<file path="src/hw/rtl/nmea_sentence_framer_checker_top_assert.svh">
// Assertion macros shared by the framer RTL.
`ifndef NMEA_SENTENCE_FRAMER_CHECKER_TOP_ASSERT_SVH
`define NMEA_SENTENCE_FRAMER_CHECKER_TOP_ASSERT_SVH

// Same-cycle implication, disabled while reset is asserted.
`define NSFC_ASSERT_NOW(label, clk, rstn, cond, conseq, msg) \
    label: assert property (@(posedge clk) disable iff (!(rstn)) (cond) |-> (conseq)) \
        else $error(msg);

// Next-cycle implication, disabled while reset is asserted.
`define NSFC_ASSERT_NEXT(label, clk, rstn, cond, conseq, msg) \
    label: assert property (@(posedge clk) disable iff (!(rstn)) (cond) |=> (conseq)) \
        else $error(msg);

`endif

</file>
<file path="src/hw/rtl/nsfc_pkg.sv">
`timescale 1ns / 1ps
package nsfc_pkg;

    typedef enum logic [2:0] {
        ST_GOOD     = 3'd0,
        ST_CSUM_BAD = 3'd1,
        ST_HDR_BAD  = 3'd2,
        ST_SHORT    = 3'd3,
        ST_OVERFLOW = 3'd4
    } status_t;

    // Configuration register indexes
    localparam logic REG_HEADER_TEXT   = 1'b0;
    localparam logic REG_HEADER_LENGTH = 1'b1;

    localparam logic [7:0] CHAR_DOLLAR = 8'h24;
    localparam logic [7:0] CHAR_CR     = 8'h0D;
    localparam logic [7:0] CHAR_LF     = 8'h0A;
    localparam logic [7:0] DIGIT_BASE  = 8'h30;
    localparam logic [7:0] ALPHA_ADJ   = 8'd7;
    localparam logic [7:0] DIGIT_MAX   = 8'd9;

    localparam int WINDOW      = 5;
    localparam int MIN_LEN     = 6;
    localparam int HDR_MAX     = 8;

    // Hex digit character to nibble, with 8-bit wrap as on the receiving side.
    function automatic logic [3:0] decode_digit(input logic [7:0] c);
        logic [7:0] d;
        d = c - DIGIT_BASE;
        if (d > DIGIT_MAX) begin
            d = d - ALPHA_ADJ;
        end
        return d[3:0];
    endfunction

endpackage

</file>
<file path="src/hw/rtl/nmea_sentence_framer_checker_top.sv">
`timescale 1ns / 1ps
`include "nmea_sentence_framer_checker_top_assert.svh"
// NMEA 0183 sentence framer and checksum checker. Feed received UART bytes
// (s_kind = 0) or an end-of-packet timeout abort (s_kind = 1) one transfer
// at a time; the block accepts one transfer per cycle, and input stays
// ready while a result waits as long as m_ready is high in
// that cycle. Bytes are dropped until a '$'; the sentence then runs until
// CR LF and yields one result transfer: status, length, the XOR of bytes
// 1..n-6 and the value of the two hex digits before CR LF. A header mismatch
// outranks too short, which outranks a checksum error. After MAX_LEN bytes
// without CR LF an overflow result is sent. An abort returns to hunting with
// no result. Write header_text (index 0) and header_length (index 1) only
// while the block is idle.
module nmea_sentence_framer_checker_top #(
    parameter int MAX_LEN = 128
) (
    input  logic                aclk,
    input  logic                aresetn,
    input  logic                cfg_we,
    input  logic                cfg_index,
    input  logic [63:0]         cfg_wdata,
    input  logic                s_valid,
    output logic                s_ready,
    input  logic                s_kind,
    input  logic [7:0]          s_rx_byte,
    output logic                m_valid,
    input  logic                m_ready,
    output nsfc_pkg::status_t   m_status,
    output logic [7:0]          m_sentence_length,
    output logic [7:0]          m_computed_checksum,
    output logic [7:0]          m_received_checksum
);
    import nsfc_pkg::*;

    localparam int CntW = $clog2(MAX_LEN + 1);
    localparam logic [CntW-1:0] MaxLenC = CntW'(MAX_LEN);
    localparam logic [CntW-1:0] MinLenC = CntW'(MIN_LEN);
    localparam logic [CntW-1:0] OneC    = CntW'(1);

    logic [63:0]     header_text_reg;
    logic [3:0]      header_length_reg;

    logic            collecting_reg, collecting_next;
    logic [CntW-1:0] byte_count_reg, byte_count_next;
    logic [7:0]      running_xor_reg, running_xor_next;
    logic [7:0]      recent_reg [WINDOW];
    logic [7:0]      recent_next [WINDOW];
    logic            header_bad_reg, header_bad_next;

    logic            m_valid_reg, m_valid_next;
    status_t         status_reg, status_next;
    logic [7:0]      length_reg, length_next;
    logic [7:0]      comp_reg, comp_next;
    logic [7:0]      recv_reg, recv_next;

    logic            accept;
    logic            emit;
    logic [3:0]      hdr_len;
    logic [CntW-1:0] pos;
    logic [CntW-1:0] n;
    logic            hbad;
    logic            tail_bad;
    logic            long_enough;

    assign s_ready = !m_valid_reg || m_ready;
    assign accept  = s_valid && s_ready;
    assign hdr_len = (header_length_reg > 4'(HDR_MAX)) ? 4'(HDR_MAX) : header_length_reg;
    assign pos     = byte_count_reg;
    assign n       = pos + OneC;
    assign long_enough = (n >= MinLenC);

    // Header positions past the sentence end compare against zero bytes.
    always_comb begin
        tail_bad = 1'b0;
        for (int p = 0; p < HDR_MAX; p++) begin
            if ((CntW'(p) >= n) && (4'(p) < hdr_len) &&
                (header_text_reg[8*p +: 8] != 8'h00)) begin
                tail_bad = 1'b1;
            end
        end
    end

    always_comb begin
        collecting_next  = collecting_reg;
        byte_count_next  = byte_count_reg;
        running_xor_next = running_xor_reg;
        header_bad_next  = header_bad_reg;
        for (int i = 0; i < WINDOW; i++) begin
            recent_next[i] = recent_reg[i];
        end
        emit        = 1'b0;
        status_next = status_reg;
        length_next = length_reg;
        comp_next   = comp_reg;
        recv_next   = recv_reg;
        hbad        = header_bad_reg;

        if (accept) begin
            if (s_kind) begin
                collecting_next = 1'b0;
                byte_count_next = '0;
                header_bad_next = 1'b0;
            end else if (!collecting_reg) begin
                if (s_rx_byte == CHAR_DOLLAR) begin
                    collecting_next  = 1'b1;
                    byte_count_next  = OneC;
                    running_xor_next = 8'h00;
                    for (int i = 1; i < WINDOW; i++) begin
                        recent_next[i] = 8'h00;
                    end
                    recent_next[0]  = s_rx_byte;
                    header_bad_next = (hdr_len != 4'd0) &&
                                      (header_text_reg[7:0] != CHAR_DOLLAR);
                end
            end else begin
                if (pos >= MinLenC) begin
                    running_xor_next = running_xor_reg ^ recent_reg[WINDOW-1];
                end
                for (int i = 1; i < WINDOW; i++) begin
                    recent_next[i] = recent_reg[i-1];
                end
                recent_next[0] = s_rx_byte;
                if ((pos < CntW'(hdr_len)) &&
                    (header_text_reg[{pos[2:0], 3'b000} +: 8] != s_rx_byte)) begin
                    hbad = 1'b1;
                end
                header_bad_next = hbad;
                byte_count_next = n;

                if ((s_rx_byte == CHAR_LF) && (recent_reg[0] == CHAR_CR)) begin
                    emit        = 1'b1;
                    length_next = 8'(n);
                    if (long_enough) begin
                        comp_next = running_xor_next;
                        recv_next = {decode_digit(recent_next[3]),
                                     decode_digit(recent_next[2])};
                    end else begin
                        comp_next = 8'h00;
                        recv_next = 8'h00;
                    end
                    if (hbad || tail_bad) begin
                        status_next = ST_HDR_BAD;
                    end else if (!long_enough) begin
                        status_next = ST_SHORT;
                    end else if (comp_next != recv_next) begin
                        status_next = ST_CSUM_BAD;
                    end else begin
                        status_next = ST_GOOD;
                    end
                end else if (n >= MaxLenC) begin
                    emit        = 1'b1;
                    status_next = ST_OVERFLOW;
                    length_next = 8'(MAX_LEN);
                    comp_next   = 8'h00;
                    recv_next   = 8'h00;
                end

                // Drop back to hunting after any result.
                if (emit) begin
                    collecting_next = 1'b0;
                    byte_count_next = '0;
                    header_bad_next = 1'b0;
                end
            end
        end

        m_valid_next = emit ? 1'b1 : (m_ready ? 1'b0 : m_valid_reg);
    end

    always_ff @(posedge aclk) begin
        if (!aresetn) begin
            header_text_reg   <= 64'h0;
            header_length_reg <= 4'h0;
            collecting_reg    <= 1'b0;
            byte_count_reg    <= '0;
            header_bad_reg    <= 1'b0;
            m_valid_reg       <= 1'b0;
        end else begin
            if (cfg_we) begin
                unique case (cfg_index)
                    REG_HEADER_TEXT:   header_text_reg   <= cfg_wdata;
                    REG_HEADER_LENGTH: header_length_reg <= cfg_wdata[3:0];
                endcase
            end
            collecting_reg <= collecting_next;
            byte_count_reg <= byte_count_next;
            header_bad_reg <= header_bad_next;
            m_valid_reg    <= m_valid_next;
        end
        running_xor_reg <= running_xor_next;
        for (int i = 0; i < WINDOW; i++) begin
            recent_reg[i] <= recent_next[i];
        end
        status_reg <= status_next;
        length_reg <= length_next;
        comp_reg   <= comp_next;
        recv_reg   <= recv_next;
    end

    assign m_valid             = m_valid_reg;
    assign m_status            = status_reg;
    assign m_sentence_length   = length_reg;
    assign m_computed_checksum = comp_reg;
    assign m_received_checksum = recv_reg;

    `NSFC_ASSERT_NOW(a_hunt_count_zero, aclk, aresetn,
        !collecting_reg, byte_count_reg == '0, "byte count not cleared while hunting")
    `NSFC_ASSERT_NOW(a_collect_count_range, aclk, aresetn,
        collecting_reg, (byte_count_reg != '0) && (byte_count_reg < MaxLenC),
        "byte count out of range while collecting")
    `NSFC_ASSERT_NOW(a_overflow_fields, aclk, aresetn,
        m_valid_reg && (status_reg == ST_OVERFLOW),
        (length_reg == 8'(MAX_LEN)) && (comp_reg == 8'h00) && (recv_reg == 8'h00),
        "overflow result fields wrong")
    `NSFC_ASSERT_NOW(a_short_fields, aclk, aresetn,
        m_valid_reg && (status_reg == ST_SHORT),
        (length_reg < 8'(MIN_LEN)) && (comp_reg == 8'h00) && (recv_reg == 8'h00),
        "too-short result fields wrong")
    `NSFC_ASSERT_NEXT(a_abort_hunts, aclk, aresetn,
        accept && s_kind, !collecting_reg && !m_valid_next,
        "abort did not return to hunting")

endmodule
</file>
<file path="config.mk">
export PLATFORM = sky130hd
export DESIGN_NAME = nmea_sentence_framer_checker_top
export DESIGN_NICKNAME = d
export VERILOG_FILES = /design/src/hw/rtl/nsfc_pkg.sv /design/src/hw/rtl/nmea_sentence_framer_checker_top.sv
export VERILOG_INCLUDE_DIRS = /design/src /design/src/hw/rtl
export SDC_FILE = /design/constraint.sdc
export NUM_CORES = 1
export LEC_CHECK = 0
export BUFFER_PORTS_ARGS = -buffer_cell sky130_fd_sc_hd__buf_2
export CAP_MARGIN = 20
export CORE_MARGIN = 1
export CORE_UTILIZATION = 30
export CTS_CLUSTER_DIAMETER = 30
export DETAILED_ROUTE_END_ITERATION = 7
export PLACE_DENSITY_LB_ADDON = 0.2
export SLEW_MARGIN = 10
export SYNTH_ARGS = -nofsm -noshare
export SYNTH_HDL_FRONTEND = slang
export SYNTH_SLANG_ARGS = --single-unit
</file>
<file path="constraint.sdc">
create_clock -name aclk -period 5.95 [get_ports aclk]
set_clock_uncertainty 0.2 [all_clocks]
set_input_delay 0.2975 -clock aclk [delete_from_list [all_inputs] [get_ports aclk]]
set_output_delay 0.2975 -clock aclk [all_outputs]
set_load 0.03 [all_outputs]
</file>
==> flow_metrics.tcl, run 1 <==
set metrics [dict create \
    run_status "finished, final reports clean" \
    fmax_ghz 0.310 \
    num_vias 5665 \
    nets 984 \
    grt_setup_unrepaired "false" \
    tritoncts_clock_tree "yes" \
    design.portCount 108 \
    insertion_delay_ns 0.42 \
    timing.critical_path.to_type "flop" \
    ant_nets 0 \
    antenna_found_initial 0 \
    cts_post_setup_buffers_inserted 0 \
    die_y_um 159 \
    critical_path_peak_fanout 29 \
    die_area_sq_um 25400 \
    min_delay_path_depth 3 \
    max_cap_viol_count 0 \
    detailed_route_drc_error_count 0 \
    pwr_density_cell_nw_per_um2 250 \
    drive_gt1_share_pct 20.4 \
    dp_hpwl_um 13400 \
    start_kind "flop" \
    netlist_instances 725 \
    hold_class "in2reg" \
    critPathMaxStageDelay_ns 0.46 \
    cp_data_required_time_ns 5.90 \
    syn_to_final_growth_pct 29.0 \
    synth.ff_latch_count 154 \
    tritoncts_num_sinks 154 \
    port_buffers 107 \
    postSynthAreaPerCell_sq_um 10.3 \
    max_ffs_per_register 64 \
    slew_viol_final 0 \
    clock_tree.buffer_depth 2 \
    yosys_warnings 0 \
    final-hold-violation-count 0 \
    timing.setup.critical_path_class "reg2reg" \
    cts_buf_count 17 \
    worstRegToRegCells 9 \
    synth-edff-count 75 \
    timing_worst_slew_pin_value_ns 0.772 \
    groute.usage.overall_pct 15.4 \
    grt_pass1_wl_um 30400 \
    cpLargestDelayFamily "simple AND/OR/NAND/NOR gates" \
    setup_failing_eps_final 0 \
    post_synth_num_cell_types 56 \
    synth_async_sr_flop_share_pct 0 \
    cp.buffers_inverters 1 \
    final_core_utilization_pct 39.4 \
    finalSetupTns_ns 0 \
    layout.cells.most_common "sky130_fd_sc_hd__nand2_1" \
    critical_path_arrival_ns 3.17 \
    gpl.final_weighted_congestion 0.800 \
    pin_count_of_the_biggest_net_entering_global_routing 80 \
    postRouteWirelength_um 18700 \
    layout_min_cycle_time_ns 3.22 \
    cts.htree.levels 4 \
    antenna_cells_inserted 0 \
    post_synth_instance_area_sq_um 7430 \
    ys_flop_type "sky130_fd_sc_hd__dfxtp_1" \
    initial_utilization_pct 30.6 \
    core_area_sq_um 24300 \
    slew_headroom_pct 48.4 \
    power.static_leakage_nw 3.59 \
    clockRootBuffer "sky130_fd_sc_hd__clkbuf_16" \
    via_per_inst 4.61 \
    average_wire_per_standard_cell_um 15.2 \
    cp.depth 9 \
    clk_pin_slew_worst_paths_ns 0.06 \
    drt_iter0_markers 333 \
    overflow 0 \
    num_rows 57 \
    synth.yosys.seq_area_share_pct 51.6 \
    critical-path-top-cell-by-count "sky130_fd_sc_hd__nor2_1" \
    cp_cell_sequence "buf_4 > ha_1 > nand3_1 > nor2_1 > xor2_1 > nor4_1 > o21ai_0 > nand2b_1 > nor2_1" \
    crit_path_top_delay_cell "sky130_fd_sc_hd__nand2b_1" \
    mostFrequentLayoutCells "sky130_fd_sc_hd__nand2_1 (146), sky130_fd_sc_hd__buf_2 (107), sky130_fd_sc_hd__dfxtp_1 (79)" \
    syn_nets 818 \
    die_width_um 159 \
    irDropWorstVdd_mv 0.130 \
    firstDrtPassIters 4 \
    timing.final.crit_share_pct 54.1 \
    grt_pass1_vias 5627 \
]
-- what timing repair did --
item,in CTS,in global routing
gates resized for setup,0,0
hold endpoints to repair,77,0
hold buffers,74,0
-- final cells by class --
| cell class | count | area (sq um) |
|---|---|---|
| clock buffers | 23 | 507 |
| clock inverters | 9 | 82.6 |
| fillers | 2410 | 14700 |
| inverters | 12 | 45.0 |
| multi-input cells | 516 | 3370 |
| flip-flops and latches | 154 | 3830 |
| well taps | 324 | 405 |
| repair buffers | 190 | 1340 |
-- metrics by stage --
step	power, W	worst slack (ns)	cell area, sq um	instances	hold WS (ns)
detailed placement	0.00130	2.71	8260	1122	0.277
finish	0.00240	2.73	9590	1228	0.0203
floorplan	0.00124	0.884	7430	725	0.196
global placement	0.00131	2.72	8260	1122	0.273
global route	0.00249	2.39	9590	1228	0.0319
CTS	0.00242	2.70	9590	1228	0.00691
-- final timing paths --
path	startpoint	end	slack [ns]
setup / recovery	byte_count_reg[1]	m_computed_checksum[5]	2.73
hold / removal	cfg_we	header_length_reg[2]	0.02
setup reg to reg	byte_count_reg[1]	m_computed_checksum[5]	2.73
hold reg to reg	header_text_reg[56]	header_text_reg[56]	0.28
-- report_power, final --
group / switching [W] / internal (W)
Clock: 0.000432 / 0.000645
Sequential: 0.0000219 / 0.00112
Combinational: 0.0000801 / 0.0000927
-- layer usage --
layer	vias up	wire [um]	GRT usage (%)
met5	-	0	0
met4	0	272	4.55
met3	21	693	2.79
met2	113	8930	25.6
met1	2641	8820	20.4
li1	2890	-	-
-- worst min-delay path, stage by stage --
cell,delay (ns)
sky130_fd_sc_hd__buf_2,0.14
sky130_fd_sc_hd__nand3_1,0.08
sky130_fd_sc_hd__a21boi_0,0.07
-- cells in the mapped netlist (all sizes together), types with 14 or more instances --
| library cell | instances | area share [%] |
|---|---|---|
| dfxtp | 79 | 21 |
| edfxtp | 75 | 30 |
| nand2 | 154 | 8.4 |
| and2 | 29 | 2.4 |
| xor2 | 21 | 3.3 |
| buf | 15 | 1.2 |
| o21ai | 15 | 1.0 |
| clkbuf | 28 | 1.4 |
| a21boi | 72 | 7.3 |
| ha | 14 | 2.4 |
| nor2 | 42 | 2.1 |
| mux2i | 15 | 2.0 |
| nor4 | 23 | 1.9 |
-- cells by family after synthesis --
family                   count (synthesis)  synth area share (%)
AND/OR/NAND/NOR                        308                  20.2
AO/OA/AOI/OAI                          136                  13.0
multiplexers                            30                  5.50
flip-flops                             154                  51.6
XOR/XNOR                                28                  4.11
adder cells (fa/ha/maj)                 14                  2.36
buffers and inverters                   55                  3.25
(Power assumes the default switching activity.)
==> run 2, diff against run 1 <==
- ABC_AREA: default -> 1
- clock period: 5.95 -> 2.97 ns (I/O delays scaled with it)
==> flow_metrics.tcl, run 2 <==
set metrics [dict create \
    combPwrFrac_pct 9.2 \
    layout.cells.most_common "sky130_fd_sc_hd__nand2_1" \
    clockRootBuffer "sky130_fd_sc_hd__clkbuf_16" \
    start_kind "flop" \
    slew_headroom_pct 55.9 \
    design.portCount 108 \
    core_area_sq_um 24500 \
    grt_pass1_vias 6448 \
    groute.usage.overall_pct 15.7 \
    cp_cell_sequence "buf_4 > clkinvlp_4 > buf_12 > o211ai_1 > nand3_1 > nand2_1 > nand2_1 > nand2_1 > nand2_1 > nor2_1 > nand2_1 > a21oi_1 > nand3_1 > nand2_1 > inv_1" \
    synth.most_common_cell "sky130_fd_sc_hd__nand2_1" \
    drive_gt1_share_pct 15.6 \
    dp_cells 1342 \
    cp_data_required_time_ns 2.95 \
    hold_class "in2reg" \
    detailed_route_drc_error_count 0 \
    via_per_inst 4.44 \
    timing.setup.critical_path_class "reg2reg" \
    synth.ff_latch_count 154 \
    post_synth_instance_area_sq_um 7500 \
    timing.rr.start "byte_count_reg[1]" \
    die_area_sq_um 25700 \
    slew_viol_final 0 \
    clk_pin_slew_worst_paths_ns 0.07 \
    synth.top_cell.area_share_pct 30.0 \
    setup.worst_path.start "byte_count_reg[1]" \
    critical_path_peak_fanout 18 \
    final.fill_count 2520 \
    clock_tree.buffer_depth 2 \
    gpl.final_weighted_congestion 0.881 \
    initial_utilization_pct 30.7 \
    tritoncts_clock_tree "yes" \
    synth-edff-count 75 \
    syn_nets 1030 \
    netSwitchingPower_w 0.00130 \
    grt_setup_unrepaired "false" \
    die_y_um 160 \
    antenna_found_initial 3 \
    drt_iter0_markers 407 \
    timing_worst_slew_pin_value_ns 0.655 \
    yosys_warnings 0 \
    run_status "finished, final reports clean" \
    clock_power_share_pct 44.8 \
    timing.critical_path.to_type "flop" \
    timing.final.crit_share_pct 88.3 \
    critical-path-top-cell-by-count "sky130_fd_sc_hd__nand2_1" \
    netlist_instances 937 \
    synth.yosys.seq_area_share_pct 51.1 \
    ys_flop_type "sky130_fd_sc_hd__dfxtp_1" \
    fmax_ghz 0.381 \
    dp_worst_setup_slack_ns 0.326 \
    critical_path_arrival_ns 2.60 \
    grt_pass1_wl_um 31800 \
    num_vias 6574 \
    port_buffers 107 \
    overflow 0 \
    hold_path_startpoint "aresetn" \
    final_critical_path_setup_slack_ns 0.348 \
    crit_path_top_delay_cell "sky130_fd_sc_hd__dfxtp_1" \
    finalSetupTns_ns 0 \
    setup_failing_eps_final 0 \
    syn_to_final_growth_pct 33.7 \
    ant_nets 0 \
    final-instance-count-excl-fill 1479 \
    postRouteWirelength_um 19300 \
    cpLargestDelayFamily "buffers and inverters" \
    firstDrtPassIters 5 \
    critPathMaxStageDelay_ns 0.49 \
    power.static_leakage_nw 4.53 \
    layout_min_cycle_time_ns 2.62 \
    max_cap_viol_count 0 \
    power.switching_fraction_pct 25.9 \
    final-hold-violation-count 0 \
    post_synth_num_cell_types 40 \
    pwr_density_cell_nw_per_um2 499 \
    average_wire_per_standard_cell_um 13.0 \
    synth_top_cells_by_area "sky130_fd_sc_hd__edfxtp_1 (30%), sky130_fd_sc_hd__dfxtp_1 (21%), sky130_fd_sc_hd__nand2_1 (10%), sky130_fd_sc_hd__inv_1 (6.4%), sky130_fd_sc_hd__nor2_1 (5.4%)" \
    nets 1232 \
    cts.htree.levels 4 \
    die_width_um 160 \
    insertion_delay_ns 0.43 \
    irDropWorstVdd_mv 0.293 \
    num_rows 57 \
    yosys-top-cells-count "sky130_fd_sc_hd__nand2_1 (199), sky130_fd_sc_hd__inv_1 (127), sky130_fd_sc_hd__nor2_1 (108)" \
    synth_async_sr_flop_share_pct 0 \
    postSynthAreaPerCell_sq_um 8.01 \
    part_of_the_total_power_dissipated_in_sequential_elements_pct 46.1 \
    p_int_w 0.00371 \
    dp_hpwl_um 13800 \
    cp.buffers_inverters 4 \
    max_ffs_per_register 64 \
    mostFrequentLayoutCells "sky130_fd_sc_hd__nand2_1 (199), sky130_fd_sc_hd__inv_1 (125), sky130_fd_sc_hd__nor2_1 (107), sky130_fd_sc_hd__buf_2 (107), sky130_fd_sc_hd__dlygate4sd3_1 (100)" \
    synth_largest_area_cell "sky130_fd_sc_hd__edfxtp_1" \
    cts_buf_count 17 \
    pin_count_of_the_biggest_net_entering_global_routing 101 \
    tritoncts_num_sinks 154 \
]
[run 2: changes by cell type after synthesis, moves of 53 or more]
cell                       previous run  this run
sky130_fd_sc_hd__inv_1               12       127
sky130_fd_sc_hd__a21boi_0            72         1
sky130_fd_sc_hd__nor2_1              42       108
sky130_fd_sc_hd__o21ai_0             15        78
sky130_fd_sc_hd__a21oi_1             10        68
sky130_fd_sc_hd__nand3_1             13        68
sky130_fd_sc_hd__nand2_1            146       199
[run 2: power by group through the flow]
stage	clock (W)	sequential, W	combinational [W]
final	0.00224	0.00231	0.000459
after global routing	0.00238	0.00231	0.000520
after global placement	0	0.00235	0.000350
after detailed placement	0	0.00235	0.000350
after floorplan	0	0.00234	0.000216
after CTS	0.00229	0.00231	0.000457
[run 2: timing repair]
item	CTS	global route
endpoints found under the hold margin	79	0
endpoints found under the setup margin	0	2
buffers inserted	0	2
hold buffers	100	0
gates resized for setup	0	1
[run 2: stage by stage]
stage / area, sq um / util (%) / hold slack, ns / power [W]
after floorplan: 7510 / - / 0.0474 / 0.00256
after global placement: 8370 / 34.2 / 0.174 / 0.00270
after detailed placement: 8370 / 34.2 / 0.180 / 0.00270
after CTS: 9990 / 40.8 / 0.000560 / 0.00505
after global routing: 10000 / 41.0 / 0.0191 / 0.00521
final: 10000 / 41.0 / 0.0128 / 0.00500
[run 2: path summary, 6_finish.rpt]
path                    endpoint  slack [ns]  cells past startpoint
max reg2reg          m_status[1]        0.35                     15
min reg2reg  header_text_reg[48]        0.27                      2
max                  m_status[1]        0.35                     15
min          header_text_reg[15]        0.01                      3
[run 2: routing by layer]
| metal | wire, um | track usage, % | up-vias |
|---|---|---|---|
| li1 | - | - | 3439 |
| met1 | 9420 | 20.8 | 2946 |
| met2 | 8670 | 25.2 | 167 |
| met3 | 846 | 3.71 | 22 |
| met4 | 354 | 5.19 | 0 |
| met5 | 0 | 0 | - |
[run 2: tightest hold or removal path, cell delays in order]
cell and delay [ns]:
sky130_fd_sc_hd__buf_2 0.23, sky130_fd_sc_hd__o21ai_0 0.15, sky130_fd_sc_hd__a21oi_1 0.05
[run 2: cells by family after synthesis]
group | count (synthesis) | share of synthesized area (%)
AND/OR/NAND/NOR | 419 | 23.8
buffers and inverters | 173 | 9.30
AO/OA/AOI/OAI | 156 | 10.7
flip-flops | 154 | 51.1
XOR/XNOR | 21 | 2.75
adder cells (fa/ha/maj) | 14 | 2.33
[run 2: cell type report]
type                    count  area, sq um  area share (%)
clock inverters            15          193            1.92
repair buffers            220         1670            16.7
clock buffers              17          425            4.24
diodes                      3         7.51          0.0748
inverters                 136          514            5.13
well taps                 324          405            4.04
multi-input cells         610         2980            29.7
flip-flops and latches    154         3830            38.2
==> run 3, diff against run 2 <==
- REMOVE_ABC_BUFFERS: default -> 1
==> flow_metrics.tcl, run 3 (synthesis results as in run 2) <==
set metrics [dict create \
    run_status "finished, final reports clean" \
    setup_failing_eps_final 0 \
    syn_to_final_growth_pct 30.8 \
    final.fill_count 2535 \
    firstDrtPassIters 5 \
    drt_iter0_markers 421 \
    setup.worst_path.start "byte_count_reg[0]" \
    critical-path-top-cell-by-count "sky130_fd_sc_hd__nand2_1" \
    detailed_route_drc_error_count 0 \
    drive_gt1_share_pct 15.9 \
    layout_min_cycle_time_ns 2.56 \
    irDropWorstVdd_mv 0.304 \
    hold_path_startpoint "cfg_index" \
    cts_resized 0 \
    die_width_um 160 \
    cts_post_setup_buffers_inserted 0 \
    final-hold-violation-count 0 \
    grt_pass1_wl_um 31800 \
    mostFrequentLayoutCells "sky130_fd_sc_hd__nand2_1 (199), sky130_fd_sc_hd__inv_1 (126), sky130_fd_sc_hd__nor2_1 (107), sky130_fd_sc_hd__buf_2 (107), sky130_fd_sc_hd__dfxtp_1 (79)" \
    dp_hpwl_um 13900 \
    cp_data_required_time_ns 2.96 \
    port_buffers 107 \
    start_kind "flop" \
    average_wire_per_standard_cell_um 13.4 \
    overflow 0 \
    groute.usage.overall_pct 15.8 \
    antenna_cells_inserted 0 \
    ant_nets 0 \
    max_ffs_per_register 64 \
    critPathMaxStageDelay_ns 0.34 \
    pin_count_of_the_biggest_net_entering_global_routing 49 \
    critical_path_peak_fanout 29 \
    critical_path_arrival_ns 2.54 \
    postRouteWirelength_um 19600 \
    tritoncts_num_sinks 154 \
    tritoncts_clock_tree "yes" \
    finalSetupTns_ns 0 \
    final_core_utilization_pct 40.1 \
    design.portCount 108 \
    max_cap_viol_count 0 \
    timing.setup.critical_path_class "reg2reg" \
    clock_tree.buffer_depth 2 \
    grt_pass1_vias 6262 \
    slew_headroom_pct 57.4 \
    die_area_sq_um 25700 \
    cp_cell_sequence "buf_4 > buf_4 > nand2_1 > nand3_1 > nand3_1 > nand2_1 > nand2_1 > nand2_1 > nand2_1 > nor2_1 > nand2_1 > a21oi_1 > nand3_1 > nand2_1 > inv_1" \
    hold_class "in2reg" \
    cts.htree.levels 4 \
    gpl.final_weighted_congestion 0.839 \
    timing.final.crit_share_pct 86.1 \
    antenna_found_initial 0 \
    cts_hold_buf 77 \
    clk_pin_slew_worst_paths_ns 0.06 \
    power.static_leakage_nw 4.44 \
    pwr_density_cell_nw_per_um2 516 \
    crit_path_top_delay_cell "sky130_fd_sc_hd__dfxtp_1" \
    timing.critical_path.to_type "flop" \
    dp_cells 1348 \
    final_critical_path_setup_slack_ns 0.413 \
    timing.rr.start "byte_count_reg[0]" \
    num_vias 6568 \
    num_rows 57 \
    nets 1213 \
    insertion_delay_ns 0.43 \
    grt_setup_unrepaired "false" \
    dp_worst_setup_slack_ns 0.426 \
    cts_buf_count 17 \
    slew_viol_final 0 \
    final-instance-count-excl-fill 1457 \
    layout.cells.most_common "sky130_fd_sc_hd__nand2_1" \
    timing_worst_slew_pin_value_ns 0.639 \
    initial_utilization_pct 30.7 \
    die_y_um 160 \
    via_per_inst 4.51 \
    clockRootBuffer "sky130_fd_sc_hd__clkbuf_16" \
    fmax_ghz 0.391 \
    core_area_sq_um 24500 \
]
[run 3: cell count changes in the layout (fill, tap and decap cells not counted), sizes merged]
cell and change:
clkinvlp -1, buf +4, diode -3, dlygate4sd3 -23, inv -5, clkinv -2, bufinv +1, clkbuf +7
[run 3: per-layer routing]
layer / vias to the layer above / global-route usage, % / share of wire [%]
li1: 3406 / - / -
met4: 0 / 4.59 / 1.1
met2: 130 / 26.2 / 47
met5: - / 0 / 0
met1: 3018 / 20.9 / 48
met3: 14 / 3.12 / 3.8
[run 3: area by class of cell]
cell class,count,area [sq um],area share [%]
Timing Repair Buffer,201,1450,14.7
Multi-Input combinational cell,610,2980,30.4
Tap cell,324,405,4.13
Inverter,136,510,5.20
Clock buffer,24,537,5.47
Sequential cell,154,3830,39.1
Clock inverter,8,100,1.02
[run 3: worst max-delay path, delay by kind of cell (launching register included)]
family	cells	cell delay [ns]
AND/OR/NAND/NOR	11	0.98
AO/OA/AOI/OAI	1	0.20
buffers and inverters	3	0.57
flip-flops	1	0.34
[run 3: worst paths after layout]
check	endpoint	slack (ns)	cells after the start
max reg2reg	m_status[1]	0.41	15
min reg2reg	header_text_reg[1]	0.27	2
max	m_status[1]	0.41	15
min	header_length_reg[0]	0.03	4
[run 3: through the flow]
stage          hold WS (ns)  total power, W  area, sq um
2_1_floorplan        0.0474         0.00254         7320
3_3_place_gp          0.163         0.00270         8410
3_5_place_dp          0.165         0.00270         8410
4_1_cts           0.0000688         0.00512         9810
5_1_grt              0.0714         0.00526         9810
6_report             0.0250         0.00507         9810
[run 3: power by group]
part,internal [W],switching [W]
sequential,0.00227,0.0000342
combinational,0.000198,0.000230
clock,0.00144,0.000893
